[config.mk]
export PLATFORM = sky130hd
export DESIGN_NAME = bcd_mul
export DESIGN_NICKNAME = d
export VERILOG_FILES = /design/src/sv/bcd_pkg.sv /design/src/sv/bcd_mul.sv
export SDC_FILE = /design/constraint.sdc
export NUM_CORES = 2
export LEC_CHECK = 0
export BUFFER_PORTS_ARGS = -buffer_cell sky130_fd_sc_hd__buf_4
export CORE_UTILIZATION = 33
export DETAILED_ROUTE_END_ITERATION = 8
export MAX_ROUTING_LAYER = met4
export SLEW_MARGIN = 20
export SYNTH_ARGS = -nofsm -noshare
export SYNTH_HDL_FRONTEND = slang
export SYNTH_SLANG_ARGS = --single-unit
[constraint.sdc]
create_clock -name clk -period 1.76 [get_ports clk]
set_input_delay 0 -clock clk [delete_from_list [all_inputs] [get_ports clk]]
set_output_delay 0 -clock clk [all_outputs]
set_load 0.02 [all_outputs]
[src/sv/bcd_pkg.sv]
// Shared types, constants and helpers for the bitcrush decimator.
// No dependencies; imported by bcd_mul, bcd_ctrl and the top level, and named by scope in bcd_checker.
package bcd_pkg;

    localparam int FIELD_W  = 32;   // width of each sample field on the streams
    localparam int GAIN_W   = 25;   // widest gain (24 bit unsigned) plus a sign bit
    localparam int HELD_W   = 17;   // crushed value, -32768..32768
    localparam int FRAC_W   = 16;   // 16.16 gain fraction
    localparam int IDX_W    = 3;
    localparam int CFG_W    = 24;

    localparam logic [IDX_W-1:0] REG_DRIVE_GAIN = 3'd0;
    localparam logic [IDX_W-1:0] REG_WET_GAIN   = 3'd1;
    localparam logic [IDX_W-1:0] REG_DRY_GAIN   = 3'd2;
    localparam logic [IDX_W-1:0] REG_KEPT_BITS  = 3'd3;
    localparam logic [IDX_W-1:0] REG_HOLD_LEN   = 3'd4;

    // products issued to the shared multiplier, in sequence order
    typedef enum logic [2:0] {
        OP_DRV_L,
        OP_DRV_R,
        OP_DRY_L,
        OP_WET_L,
        OP_DRY_R,
        OP_WET_R
    } op_t;

    typedef enum logic [1:0] {
        ST_IDLE,
        ST_RUN,
        ST_DRAIN,
        ST_OUT
    } state_t;

    // sequencer to datapath
    typedef struct packed {
        logic take;      // latch the input item
        logic issue;     // start a product this cycle
        op_t  op;
        logic load_out;  // move accumulators to the output register
    } ctl_t;

    // tag that travels alongside a registered product
    typedef struct packed {
        logic valid;
        op_t  op;
    } tag_t;

    // mask that clears the low 16-kept bits; kept is clamped to 1..16
    function automatic logic [HELD_W-1:0] crush_mask(input logic [4:0] kept);
        logic [4:0]        kb;
        logic [3:0]        sh;
        logic [HELD_W-1:0] ones;
        kb = kept;
        if (kb < 5'd1)
        begin
            kb = 5'd1;
        end
        if (kb > 5'd16)
        begin
            kb = 5'd16;
        end
        sh   = 4'(5'd16 - kb);
        ones = (HELD_W'(1) << sh) - HELD_W'(1);
        return ~ones;
    endfunction

endpackage

[src/sv/bcd_mul.sv]
// Shared signed multiplier with a registered product and op tag.
// Depends on bcd_pkg.
module bcd_mul #(
    parameter int A_W = 32
) (
    input  logic                              clk,
    input  logic                              rst_n,
    input  logic                              issue,
    input  bcd_pkg::op_t                      op,
    input  logic signed [A_W-1:0]             a,
    input  logic signed [bcd_pkg::GAIN_W-1:0] b,
    output bcd_pkg::tag_t                     tag,
    output logic signed [A_W+bcd_pkg::GAIN_W-1:0] prod
);
    import bcd_pkg::*;

    tag_t                           tag_reg;
    logic signed [A_W+GAIN_W-1:0]   prod_reg;

    always_ff @(posedge clk or negedge rst_n)
    begin
        if (!rst_n)
        begin
            tag_reg <= '{valid: 1'b0, op: OP_DRV_L};
        end
        else
        begin
            tag_reg.valid <= issue;
            if (issue)
            begin
                tag_reg.op <= op;
            end
        end
    end

    always_ff @(posedge clk)
    begin
        if (issue)
        begin
            prod_reg <= a * b;
        end
    end

    assign tag  = tag_reg;
    assign prod = prod_reg;

endmodule

# Yosys cells after proc, flatten, opt, wreduce, memory -nomap -nowiden
# Cells that the tools add are included.
# word_totals
ff_bits	61
latch_bits	0
ram_bits	0
rom_bits	0
in_bits	63
output_inout_bits	61
elab_cells	4
n_memories	0
# classes
add_sub_neg	0
mul	1
div	0
n_lt_le_gt_ge	0
n_eq_ne	0
shift	0
mux	0
n_bitwise	0
reduce_logical	0
# op_table
operator	n
multiplier 32 x 25 -> 57 bit	1

# Logic depth before layout (Yosys ltp)
# depth
ltp_word	1
ltp_mapped	27
mapped_depth_nobuf	25

# Least setup slack after synthesis
# OpenSTA, ideal clock, no wires.
# synth_timing
path_type	input-to-reg
start	input a[31]
end	register prod_reg[55] (netlist: prod[55]), data pin
setup_time_ps	157
arrival_ps	6527
required_time_ps	1603
setup_slack_ps	-4924
stages	22
n_path_buf	2
cell_sequence	clkbuf_1 nand2_1 inv_1 fa_1 fa_1 inv_1 fa_1 inv_1 fa_1 inv_1 fa_1 inv_1 fa_1 inv_1 fa_1 inv_1 ha_1 and3_1 dlygate4sd3_1 and3_2 or3b_1 a32oi_1
# synth_via
elab_chain_len	1
# synth_rtl
element	line	source
start, declared	bcd_mul.sv:10	input logic signed [A_W-1:0] a,
multiplier 32 x 25 -> 57 bit	bcd_mul.sv:40	prod_reg <= a * b;
end signal, assigned	bcd_mul.sv:40	
end, declared	bcd_mul.sv:18	logic signed [A_W+GAIN_W-1:0] prod_reg;
# No other way between the ends.
# A chain may end at the register's enable or synchronous reset.

# Final worst setup path
# layout_timing
start	input a[22]
end	register prod_reg[55] (netlist: prod[55]), data pin
# The elaborated chain is that of the path after synthesis.

==> summary by stage <==
Run status
The flow ran to the end, but the final reports show violations. The final reports fail on setup timing.

Die
The die outline width is 306 um. The floorplan step defined a die boundary enclosing 0.0936 sq mm. The region available for standard cell placement spans 0.0915 sq mm. Once the floorplan was initialized, standard cells occupied 33.3% of the core. 124 I/O pins were placed. The standard-cell row count is 111. The vertical die dimension is 306 um.

Place
The congestion estimate from routability-driven global placement came to 0.882. The worst slack at placement is -5.01 ns. The quantity of I/O buffers inserted on ports is 123. The placed wire-length estimate is a little over 70000 um.

STA
The number of hold violations in the final report is 0. The final max-slew violation count is 0. For the pin with the worst max-slew slack, the measured transition is 0.503 ns.

Setup violations remaining at the end of the flow were counted as between 50 and 60. The setup TNS is -194.74 ns. The post-layout worst setup margin is -4.49 ns. Based on the critical path, the design can be clocked at up to 160 MHz. The worst clock skew is 0 ns. Setup repair after global routing could not meet its margin everywhere. The remaining max-slew budget at the tightest pin is between 60% and 70%. The routed design could run at a clock period as short as 6.25 ns. The worst path uses 355% of the clock period.

Critical path
The signal on the critical path passes through buf_4 > and2_1 > fa_1 > fa_1 > inv_1 > fa_1 > fa_1 > inv_1 > fa_1 > fa_1 > inv_1 > fa_1 > inv_1 > ha_4 > nand2_2 > o21ai_2 > nor2_1 > a221oi_2 > buf_4 > or4b_4 > nand2_4 > a31oi_4 > or3b_1 > a32oi_1. The end of the worst register-to-register path is tag[0]$_DFFE_PN0P_. The critical path crosses 24 cells after its start point. STA puts the critical path data arrival time at 6.44 ns. STA classifies the critical path endpoint as a flop.

The critical path starts at a[22]. The largest incremental delay on the critical path is 0.57 ns. The termination of the worst setup path is prod[55]$_DFFE_PP_.

The cell with the largest stage delay on the worst path is fa_1. The startpoint identified for the worst register-to-register timing path is tag[0]$_DFFE_PN0P_. The category of the critical setup timing path is input port to flop. The startpoint type of the worst setup path is an input port. Together, buffers and inverters on the worst path number 6.

The worst setup slack for register-to-register paths is about 1.0 ns. The most prevalent standard cell on the critical path is fa_1. STA puts the critical path data required time at 1.95 ns. Among cell families on the critical path, the largest total delay comes from adder cells. The cell count of the worst reg-to-reg path is 1. The highest net fanout along the worst path is 8.

Job
The number of max-capacitance violations reported is 0.

Synthesis
The commonest cells after synthesis are 855 x inv_1, 819 x fa_1, 408 x nand2_1. For this run, asynchronously set or reset flops after synthesis account for 6.56%. The synthesized area per cell is 9.46 sq um. The synthesized design contains between 60 and 70 register bits.

For this run, the leading register cell type out of synthesis is edfxtp_1. When the netlist entered floorplanning its net count stood at 4258. By area the synthesized netlist is led by fa_1 54%, inv_1 11%, and2_1 8.2%. The count of yosys warnings during synthesis is 0. The synthesized design contains 57 enable-type register cells. The cell area that synthesis handed to floorplanning was 0.0305 sq mm.

Of the synthesized area, sequential elements account for 5.94%. The top cell type by area accounts for 53.8% of the synthesized area. The gate count after technology mapping is around 3200. The biggest area contributor in the post-synthesis netlist is fa_1. Yosys instantiated no cell more often than inv_1. The number of library cell types mapped by synthesis is 71.

Clock tree
The count of H-tree levels built during CTS is 3. The insertion delay of the later-clocked pin in the worst-skew pair is 0.33 ns. Counting every sink on the clock net gives 61.

TritonCTS built the clock tree. Clock tree synthesis selected as its root buffer the cell clkbuf_16. The clock-pin slew on the worst setup and hold paths is 0.07 ns. The number of clock buffers inserted by TritonCTS is 9.

The deepest clock path buffer count is 2.

Drt
The routed layout has 22500 vias. After detailed routing, the average wire length per cell comes to 17.2 um. The detailed-route vias per instance is 4.63. Before antenna repair, the detailed router went through 7 iterations. The remaining antenna violation count after routing is 0. For this run, design rule violations remaining after detail routing come to 0.

After the first detailed-routing iteration, the DRC count stood at 955. The total detailed-routing wirelength is 83900 um.

GRT
Global routing consumed, over all layers together, 19.4% of the routing resources. The pin count of the biggest net entering global routing is 34. The number of global-route vias before repair is 25700. The first global-routing pass estimated 137000 um of wire.

The number of antenna violations at the first check in global routing came to 2. For this run the aggregate overflow at the end of global routing stands at 0.

Hold path
The hold path startpoint is b[0]. The classification of the worst-slack hold path is input port to flop.

Cells and area
The register with the most flip-flops in the layout has 57 of them. From synthesis to final layout, the design area changed by 29.1%. At the end of the flow, the number of nets in the layout was roughly 4700. The post-route netlist has approximately 28% of its cells at a drive strength greater than 1.
==> cell usage in the layout, fill, tap and decap left out, types with 57 or more instances in the layout <==
| master | instances |
|---|---|
| and2_4 | 75 |
| nand2_1 | 376 |
| buf_4 | 415 |
| inv_1 | 782 |
| buf_6 | 117 |
| ha_1 | 97 |
| fa_1 | 766 |
| and2_1 | 324 |
| inv_2 | 69 |
| edfxtp_1 | 57 |
==> worst min-delay path by stage <==
stage,depth (start not counted),end
after CTS,3,prod[0]$_DFFE_PP_
after global placement,1,tag[0]$_DFFE_PN0P_
final,3,prod[0]$_DFFE_PP_
after floorplan,0,tag[0]$_DFFE_PN0P_
after global routing,3,prod[0]$_DFFE_PP_
after detailed placement,1,tag[0]$_DFFE_PN0P_
==> metrics by stage <==
stage / util, % / instance area, sq um / hold WS, ns / instances
2_1_floorplan: - / 32000 / -0.296 / 3221
6_report: 43.0 / 39400 / 0.313 / 4871
5_1_grt: 43.0 / 39400 / 0.311 / 4871
3_5_place_dp: 39.5 / 36100 / -0.202 / 4768
3_3_place_gp: 39.5 / 36100 / -0.203 / 4768
4_1_cts: 41.9 / 38300 / 0.298 / 4844
==> metal layers <==
metal,global-route usage [%],wire length [um]
met1,22.1,32100
met2,36.0,46200
met3,2.76,3640
met4,3.76,1960
met5,-,0
==> final cells by class <==
| class | instances | area, sq um |
|---|---|---|
| fill | 8813 | 52200 |
| multi-input combinational | 2152 | 26800 |
| timing repair buffer | 600 | 5680 |
| inverter | 855 | 3220 |
| sequential | 61 | 1810 |
| tap | 1186 | 1480 |
| clock buffer | 9 | 225 |
| clock inverter | 6 | 88.8 |
| antenna | 2 | 5.00 |
==> cell families after synthesis <==
| logic type | Yosys count | synth area share, % |
|---|---|---|
| compound gates | 185 | 4.13 |
| buf+inv | 1008 | 12.6 |
| xor+xnor | 61 | 1.75 |
| fa+ha+maj | 974 | 60.1 |
| simple gates | 928 | 15.3 |
| flops | 61 | 5.94 |
| mux | 4 | 0.144 |
==> what timing repair did <==
item / in CTS / in global routing
hold buffers: 6 / 0
setup endpoints to repair: 54 / 54
setup buffers: 58 / 32
pin swaps: 127 / 156
cloned: 1 / 6
hold endpoints to repair: 8 / 0
resized for setup: 338 / 187
Power is not shown: default switching activity piles up to over one toggle a cycle in this logic, so the estimate is an artifact.
