### config.mk
export PLATFORM = sky130hd
export DESIGN_NAME = bcd_ctrl
export DESIGN_NICKNAME = d
export VERILOG_FILES = /design/src/sv/bcd_pkg.sv /design/src/sv/bcd_ctrl.sv
export SDC_FILE = /design/constraint.sdc
export NUM_CORES = 1
export LEC_CHECK = 0
export CAP_MARGIN = 40
export CORE_MARGIN = 2
export CORE_UTILIZATION = 29
export DETAILED_ROUTE_END_ITERATION = 6
export DONT_BUFFER_PORTS = 1
export MAX_ROUTING_LAYER = met4
export PLACE_DENSITY_LB_ADDON = 0.15
export SYNTH_ARGS = -nofsm -noshare
export SYNTH_HDL_FRONTEND = slang
export SYNTH_SLANG_ARGS = --single-unit
### constraint.sdc
create_clock -name clk -period 4.44 [get_ports clk]
set_input_delay 0 -clock clk [delete_from_list [all_inputs] [get_ports clk]]
set_output_delay 0 -clock clk [all_outputs]
set_load 0.1 [all_outputs]
### src/sv/bcd_pkg.sv
// Shared types, constants and helpers for the bitcrush decimator.
// No dependencies; imported by bcd_mul, bcd_ctrl and the top level, and named by scope in bcd_checker.
package bcd_pkg;

    localparam int FIELD_W  = 32;   // width of each sample field on the streams
    localparam int GAIN_W   = 25;   // widest gain (24 bit unsigned) plus a sign bit
    localparam int HELD_W   = 17;   // crushed value, -32768..32768
    localparam int FRAC_W   = 16;   // 16.16 gain fraction
    localparam int IDX_W    = 3;
    localparam int CFG_W    = 24;

    localparam logic [IDX_W-1:0] REG_DRIVE_GAIN = 3'd0;
    localparam logic [IDX_W-1:0] REG_WET_GAIN   = 3'd1;
    localparam logic [IDX_W-1:0] REG_DRY_GAIN   = 3'd2;
    localparam logic [IDX_W-1:0] REG_KEPT_BITS  = 3'd3;
    localparam logic [IDX_W-1:0] REG_HOLD_LEN   = 3'd4;

    // products issued to the shared multiplier, in sequence order
    typedef enum logic [2:0] {
        OP_DRV_L,
        OP_DRV_R,
        OP_DRY_L,
        OP_WET_L,
        OP_DRY_R,
        OP_WET_R
    } op_t;

    typedef enum logic [1:0] {
        ST_IDLE,
        ST_RUN,
        ST_DRAIN,
        ST_OUT
    } state_t;

    // sequencer to datapath
    typedef struct packed {
        logic take;      // latch the input item
        logic issue;     // start a product this cycle
        op_t  op;
        logic load_out;  // move accumulators to the output register
    } ctl_t;

    // tag that travels alongside a registered product
    typedef struct packed {
        logic valid;
        op_t  op;
    } tag_t;

    // mask that clears the low 16-kept bits; kept is clamped to 1..16
    function automatic logic [HELD_W-1:0] crush_mask(input logic [4:0] kept);
        logic [4:0]        kb;
        logic [3:0]        sh;
        logic [HELD_W-1:0] ones;
        kb = kept;
        if (kb < 5'd1)
        begin
            kb = 5'd1;
        end
        if (kb > 5'd16)
        begin
            kb = 5'd16;
        end
        sh   = 4'(5'd16 - kb);
        ones = (HELD_W'(1) << sh) - HELD_W'(1);
        return ~ones;
    endfunction

endpackage

### src/sv/bcd_ctrl.sv
// Sequencer: hold countdown and product schedule for one frame.
// Depends on bcd_pkg.
module bcd_ctrl (
    input  logic          clk,
    input  logic          rst_n,
    input  logic          in_valid,
    input  logic          out_free,
    input  logic [15:0]   hold_length,
    output logic          in_ready,
    output bcd_pkg::ctl_t ctl
);
    import bcd_pkg::*;

    state_t      state_reg, state_next;
    op_t         op_reg, op_next;
    logic [15:0] hold_count_reg, hold_count_next;

    always_ff @(posedge clk or negedge rst_n)
    begin
        if (!rst_n)
        begin
            state_reg      <= ST_IDLE;
            op_reg         <= OP_DRV_L;
            hold_count_reg <= '0;
        end
        else
        begin
            state_reg      <= state_next;
            op_reg         <= op_next;
            hold_count_reg <= hold_count_next;
        end
    end

    always_comb
    begin
        state_next      = state_reg;
        op_next         = op_reg;
        hold_count_next = hold_count_reg;
        in_ready        = 1'b0;
        ctl             = '{take: 1'b0, issue: 1'b0, op: op_reg, load_out: 1'b0};
        case (state_reg)
            ST_IDLE:
            begin
                in_ready = 1'b1;
                if (in_valid)
                begin
                    ctl.take   = 1'b1;
                    state_next = ST_RUN;
                    if (hold_count_reg == 16'd0)
                    begin
                        // capture frame; zero length behaves as one
                        hold_count_next = (hold_length == 16'd0) ? 16'd0
                                                                 : hold_length - 16'd1;
                        op_next = OP_DRV_L;
                    end
                    else
                    begin
                        hold_count_next = hold_count_reg - 16'd1;
                        op_next         = OP_DRY_L;
                    end
                end
            end
            ST_RUN:
            begin
                ctl.issue = 1'b1;
                if (op_reg == OP_WET_R)
                begin
                    state_next = ST_DRAIN;
                end
                else
                begin
                    op_next = op_t'(op_reg + 3'd1);
                end
            end
            ST_DRAIN:
            begin
                // last product is folded in this cycle
                state_next = ST_OUT;
            end
            ST_OUT:
            begin
                if (out_free)
                begin
                    ctl.load_out = 1'b1;
                    state_next   = ST_IDLE;
                end
            end
            default:
            begin
                state_next = ST_IDLE;
            end
        endcase
    end

endmodule

Word level (Yosys, flattened, before mapping)
Cells that the tools add are included.

operators by class
  $add $sub $neg = 3
  equality and inequality tests = 8
  multiplexer cells = 16
  reductions and logical operators = 7

operators by type and width
  operator                 count
  $logic_not A16 Y1        2
  $mux W16                 2
  $sub A16 B1 Y16 const B  2
  $mux W2                  4
  $ne A2 B2 Y1 const B     4
  $pmux W2 S4              1
  $mux W1                  6
  $mux W3                  2
  $pmux W3 S2              1
  $reduce_and A3 Y1        2
  $eq A2 B2 Y1 const B     2
  $add A3 B1 Y3 const B    1
  $eq A3 B3 Y1 const B     1
  $eq A2 B1 Y1 const B     1
  $logic_not A2 Y1         1
  $reduce_and A2 Y1        1
  $reduce_bool A2 Y1       1

storage, ports and cells
  register bits = 21
  input port bits = 20
  output and inout bits = 7
  word-level logic and storage cells = 37

Longest topological paths before layout
  depth in word-level cells = 4
  gate-level depth with buffers = 8
  depth with buffers taken out = 8

Worst setup path after synthesis
No wires, ideal clock.

  path type = reg2reg
  start = register state_reg[0]
  end = register hold_count_reg[12]
  data arrival time = 3.233 ns
  required time = 4.306 ns
  slack = 1.074 ns
  stages on the path, launching flop included = 9
  clock period less this slack = 3.366 ns
  cells stage by stage = dfrtp_1 inv_1 ha_1 nand2_1 inv_1 clkbuf_1 nand2_1 o21ai_0 o211ai_2

between the ends
  longest elaborated chain between the ends = 2

ends and longest elaborated chain
  what                                line            text
  from (decl)                         bcd_ctrl.sv:14  state_t state_reg, state_next;
  from (signal assigned)              bcd_ctrl.sv:28  state_reg <= state_next;
  $logic_not A2 Y1                    bcd_ctrl.sv:41  case (state_reg)
  $reduce_and A2 Y1 (no source line)  --
  to (signal assigned)                bcd_ctrl.sv:30  hold_count_reg <= hold_count_next;
  to (decl)                           bcd_ctrl.sv:16  logic [15:0] hold_count_reg, hold_count_next;

Every way passes these cells.
A chain may end at the register's enable or synchronous reset.

Final worst setup path
Same ends and word-level chain as after synthesis.

==> impl_metrics.env <==
export IMPL_wl_per_cell_um=14.6
export IMPL_cts_buffers=3
export IMPL_initial_utilization_pct=30.6
export IMPL_regArea_um2=526
export IMPL_worstSetupStartpointType="register"
export IMPL_drt_antenna_violating_nets=0
export IMPL_grt_pass1_wl_um=7210
export IMPL_total_power_mw=1.35
export IMPL_synth_edf_count=0
export IMPL_grt_pass1_vias=1560
export IMPL_maxCapViolations=0
export IMPL_multi_input_area_um2=1130
export IMPL_remaining_drc_errors=0
export IMPL_final_common_cell="dfrtp_1"
export IMPL_slew_violations=0
export IMPL_fillers=562
export IMPL_p_leak_nw=0.822
export IMPL_dieArea_um2=6510
export IMPL_critical_path_class="register to register"
export IMPL_finish_net_count=252
export IMPL_gr_total_overflow=0
export IMPL_ys_ff_latch=21
export IMPL_die_x_um=80.7
export IMPL_synthCells=198
export IMPL_cts_setup_buffers=0
export IMPL_setup_viol=0
export IMPL_clk_latency_ps=260
export IMPL_slew_limit_headroom_pct=59.2
export IMPL_power_switching_uw=689
export IMPL_hold_path_class="input port to register"
export IMPL_ctsHtreeMaxLevel=1
export IMPL_rsz0062_at_grt="false"
export IMPL_globalplace_congestion=0.798
export IMPL_yosys_area_top_type="dfrtp_1"
export IMPL_p_per_area_nw_per_um2=638
export IMPL_synthTopCellsByArea="dfrtp_1 31%, ha_1 6.6%, nand2_1 3.7%, nor2_1 3.7%, xor2_1 3.6%"
export IMPL_wirelength_um=4280
export IMPL_worst_endpoint_arrival_ps=2740
export IMPL_post_route_period_util_pct=57.5
export IMPL_area_delta_synth_final_pct=24.1
export IMPL_cts_resized_gates=0
export IMPL_diodes=0
export IMPL_intPower_uw=661
export IMPL_clock_sinks=21
export IMPL_cts_hold_fix_buffers=14
export IMPL_crit_fanout=16
export IMPL_portBuffers=0
export IMPL_yosysSeqAreaShare_pct=30.8
export IMPL_ir_worst_vdd_uv=402
export IMPL_tns_ps=0
export IMPL_finClkSkew_ps=2.28
export IMPL_syn_avg_cell_area_um2=8.61
export IMPL_synthesis_nets=227
export IMPL_grtUsageTotal_pct=14.7
export IMPL_combPwrFrac_pct=60.1
export IMPL_worstHoldStart="in_valid"
export IMPL_required_ps=4630
export IMPL_syn_area_um2=1700
export IMPL_fmax_mhz=391
export IMPL_synth_top_area_share_pct=30.8
export IMPL_synth_ff_type="dfrtp_1"
export IMPL_viasPerCell=5.15
export IMPL_yosys_warnings=0
export IMPL_antenna_found_initial=0
export IMPL_drive_gt1_share_pct=10.4
export IMPL_pin_count=27
export IMPL_p_seq_share_pct=30.4
export IMPL_drt_iter0_drc=60
export IMPL_cts_buffer_depth=2
export IMPL_min_period_ps=2550
export IMPL_cts_reportedPaths_clkPinSlew_ps=80
export IMPL_utilization_pct=37.9
export IMPL_cts_tree="done"
export IMPL_fp_row_count=27
export IMPL_ys_async_sr_fraction_pct=100
export IMPL_cts_root_buf="clkbuf_8"
export IMPL_worstMarginPinSlew_ps=611
export IMPL_hold_viol=0
export IMPL_grt_max_degree=22
export IMPL_core_um2=5570
export IMPL_yosysUniqueCellTypes=47
export IMPL_clock_power_share_pct=9.5
export IMPL_startpoint="state_reg[0]"
export IMPL_p_sw_share_pct=51.0
export IMPL_largest_register_ffs=16
export IMPL_vias=1513
export IMPL_r2r_start="state_reg[0]"
export IMPL_first_pass_iters=4
export IMPL_final_cell_mix="21 x dfrtp_1, 17 x nand2_1, 17 x nor2_1"
export IMPL_cp_end_kind="register"
export IMPL_fp_dieH_um=80.7
export IMPL_post_dp_hpwl_um=3320
export IMPL_outcome="finished, final reports clean"
## path summary, 6_finish.rpt
check / endpoint / slack, ps / cells after the start
worst max-delay path: hold_count_reg[12] / 1890 / 9
worst min-delay path: op_reg[0] / 20 / 4
worst max register to register: hold_count_reg[12] / 1890 / 9
worst min register to register: state_reg[1] / 570 / 1
max in group asynchronous: hold_count_reg[15] / 3810 / 2
min in group asynchronous: hold_count_reg[0] / 160 / 1
## synthesized netlist by cell type (all sizes together), types with 2 or more instances
cell and count:
ha 9, and3 2, o21ai 16, clkbuf 2, nand2b 6, or4 3
and2 2, nor2 17, o21a 2, or3 2, nand3b 5, mux2i 5
o211ai 4, xor2 7, nand3 6, nand2 17, a21oi 12, nor4 6
dfrtp 21, a31oi 2, mux2 2, nand4 5, nor3 11, xnor2 6
nor2b 3, inv 10
## through the flow
step | instance area (µm²) | hold WS (ps) | std cells | setup slack [ps]
after floorplan | 1700 | -296 | 198 | 1070
after global placement | 1800 | -295 | 270 | 1990
after detailed placement | 1910 | -295 | 275 | 1900
after CTS | 2100 | 15.5 | 293 | 1870
after global routing | 2110 | 47.5 | 294 | 1710
final | 2110 | 17.1 | 294 | 1890
## cell families after synthesis
| logic type | Yosys count | synth area share [%] |
|---|---|---|
| DFF | 21 | 30.8 |
| AOI/OAI and AO/OA | 45 | 16.6 |
| and+or+nand+nor | 91 | 32.4 |
| xor gates and xnor gates | 13 | 6.68 |
| muxes | 7 | 4.26 |
| adders and majority gates | 9 | 6.61 |
| buffers and inverters | 12 | 2.64 |
## layout make-up
cell class              instances  share of cell area, %
multi-input cells             165                   53.6
flip-flops and latches         21                   24.9
clock buffers                   4                   2.13
repair buffers                 22                   13.4
inverters                      10                   1.78
well taps                      72                   4.26
## critical path, cell delays in order, from the launching register on
cell      delay, ps
dfrtp_1         420
inv_1            90
ha_1            150
buf_4           310
nand2_1         410
inv_1           180
buf_4           380
nand3_2         130
nand2b_4        220
o211ai_2        180
## power groups by stage
stage               Clock, mW  Combinational, mW  Sequential [mW]
finish                  0.129              0.811            0.410
global route            0.142              0.890            0.429
CTS                     0.134              0.817            0.409
detailed placement          0              0.799            0.413
global placement            0              0.597            0.504
floorplan                   0              0.503            0.472
## routing by layer
layer / part of all wire (%) / track usage [%] / vias to the layer above
met5: 0 / - / -
met4: 1.1 / 3.90 / 0
met3: 3.6 / 1.80 / 4
met2: 48 / 25.5 / 32
met1: 47 / 18.1 / 706
li1: - / - / 771
No activity file was read; power rests on OpenSTA's default activity.
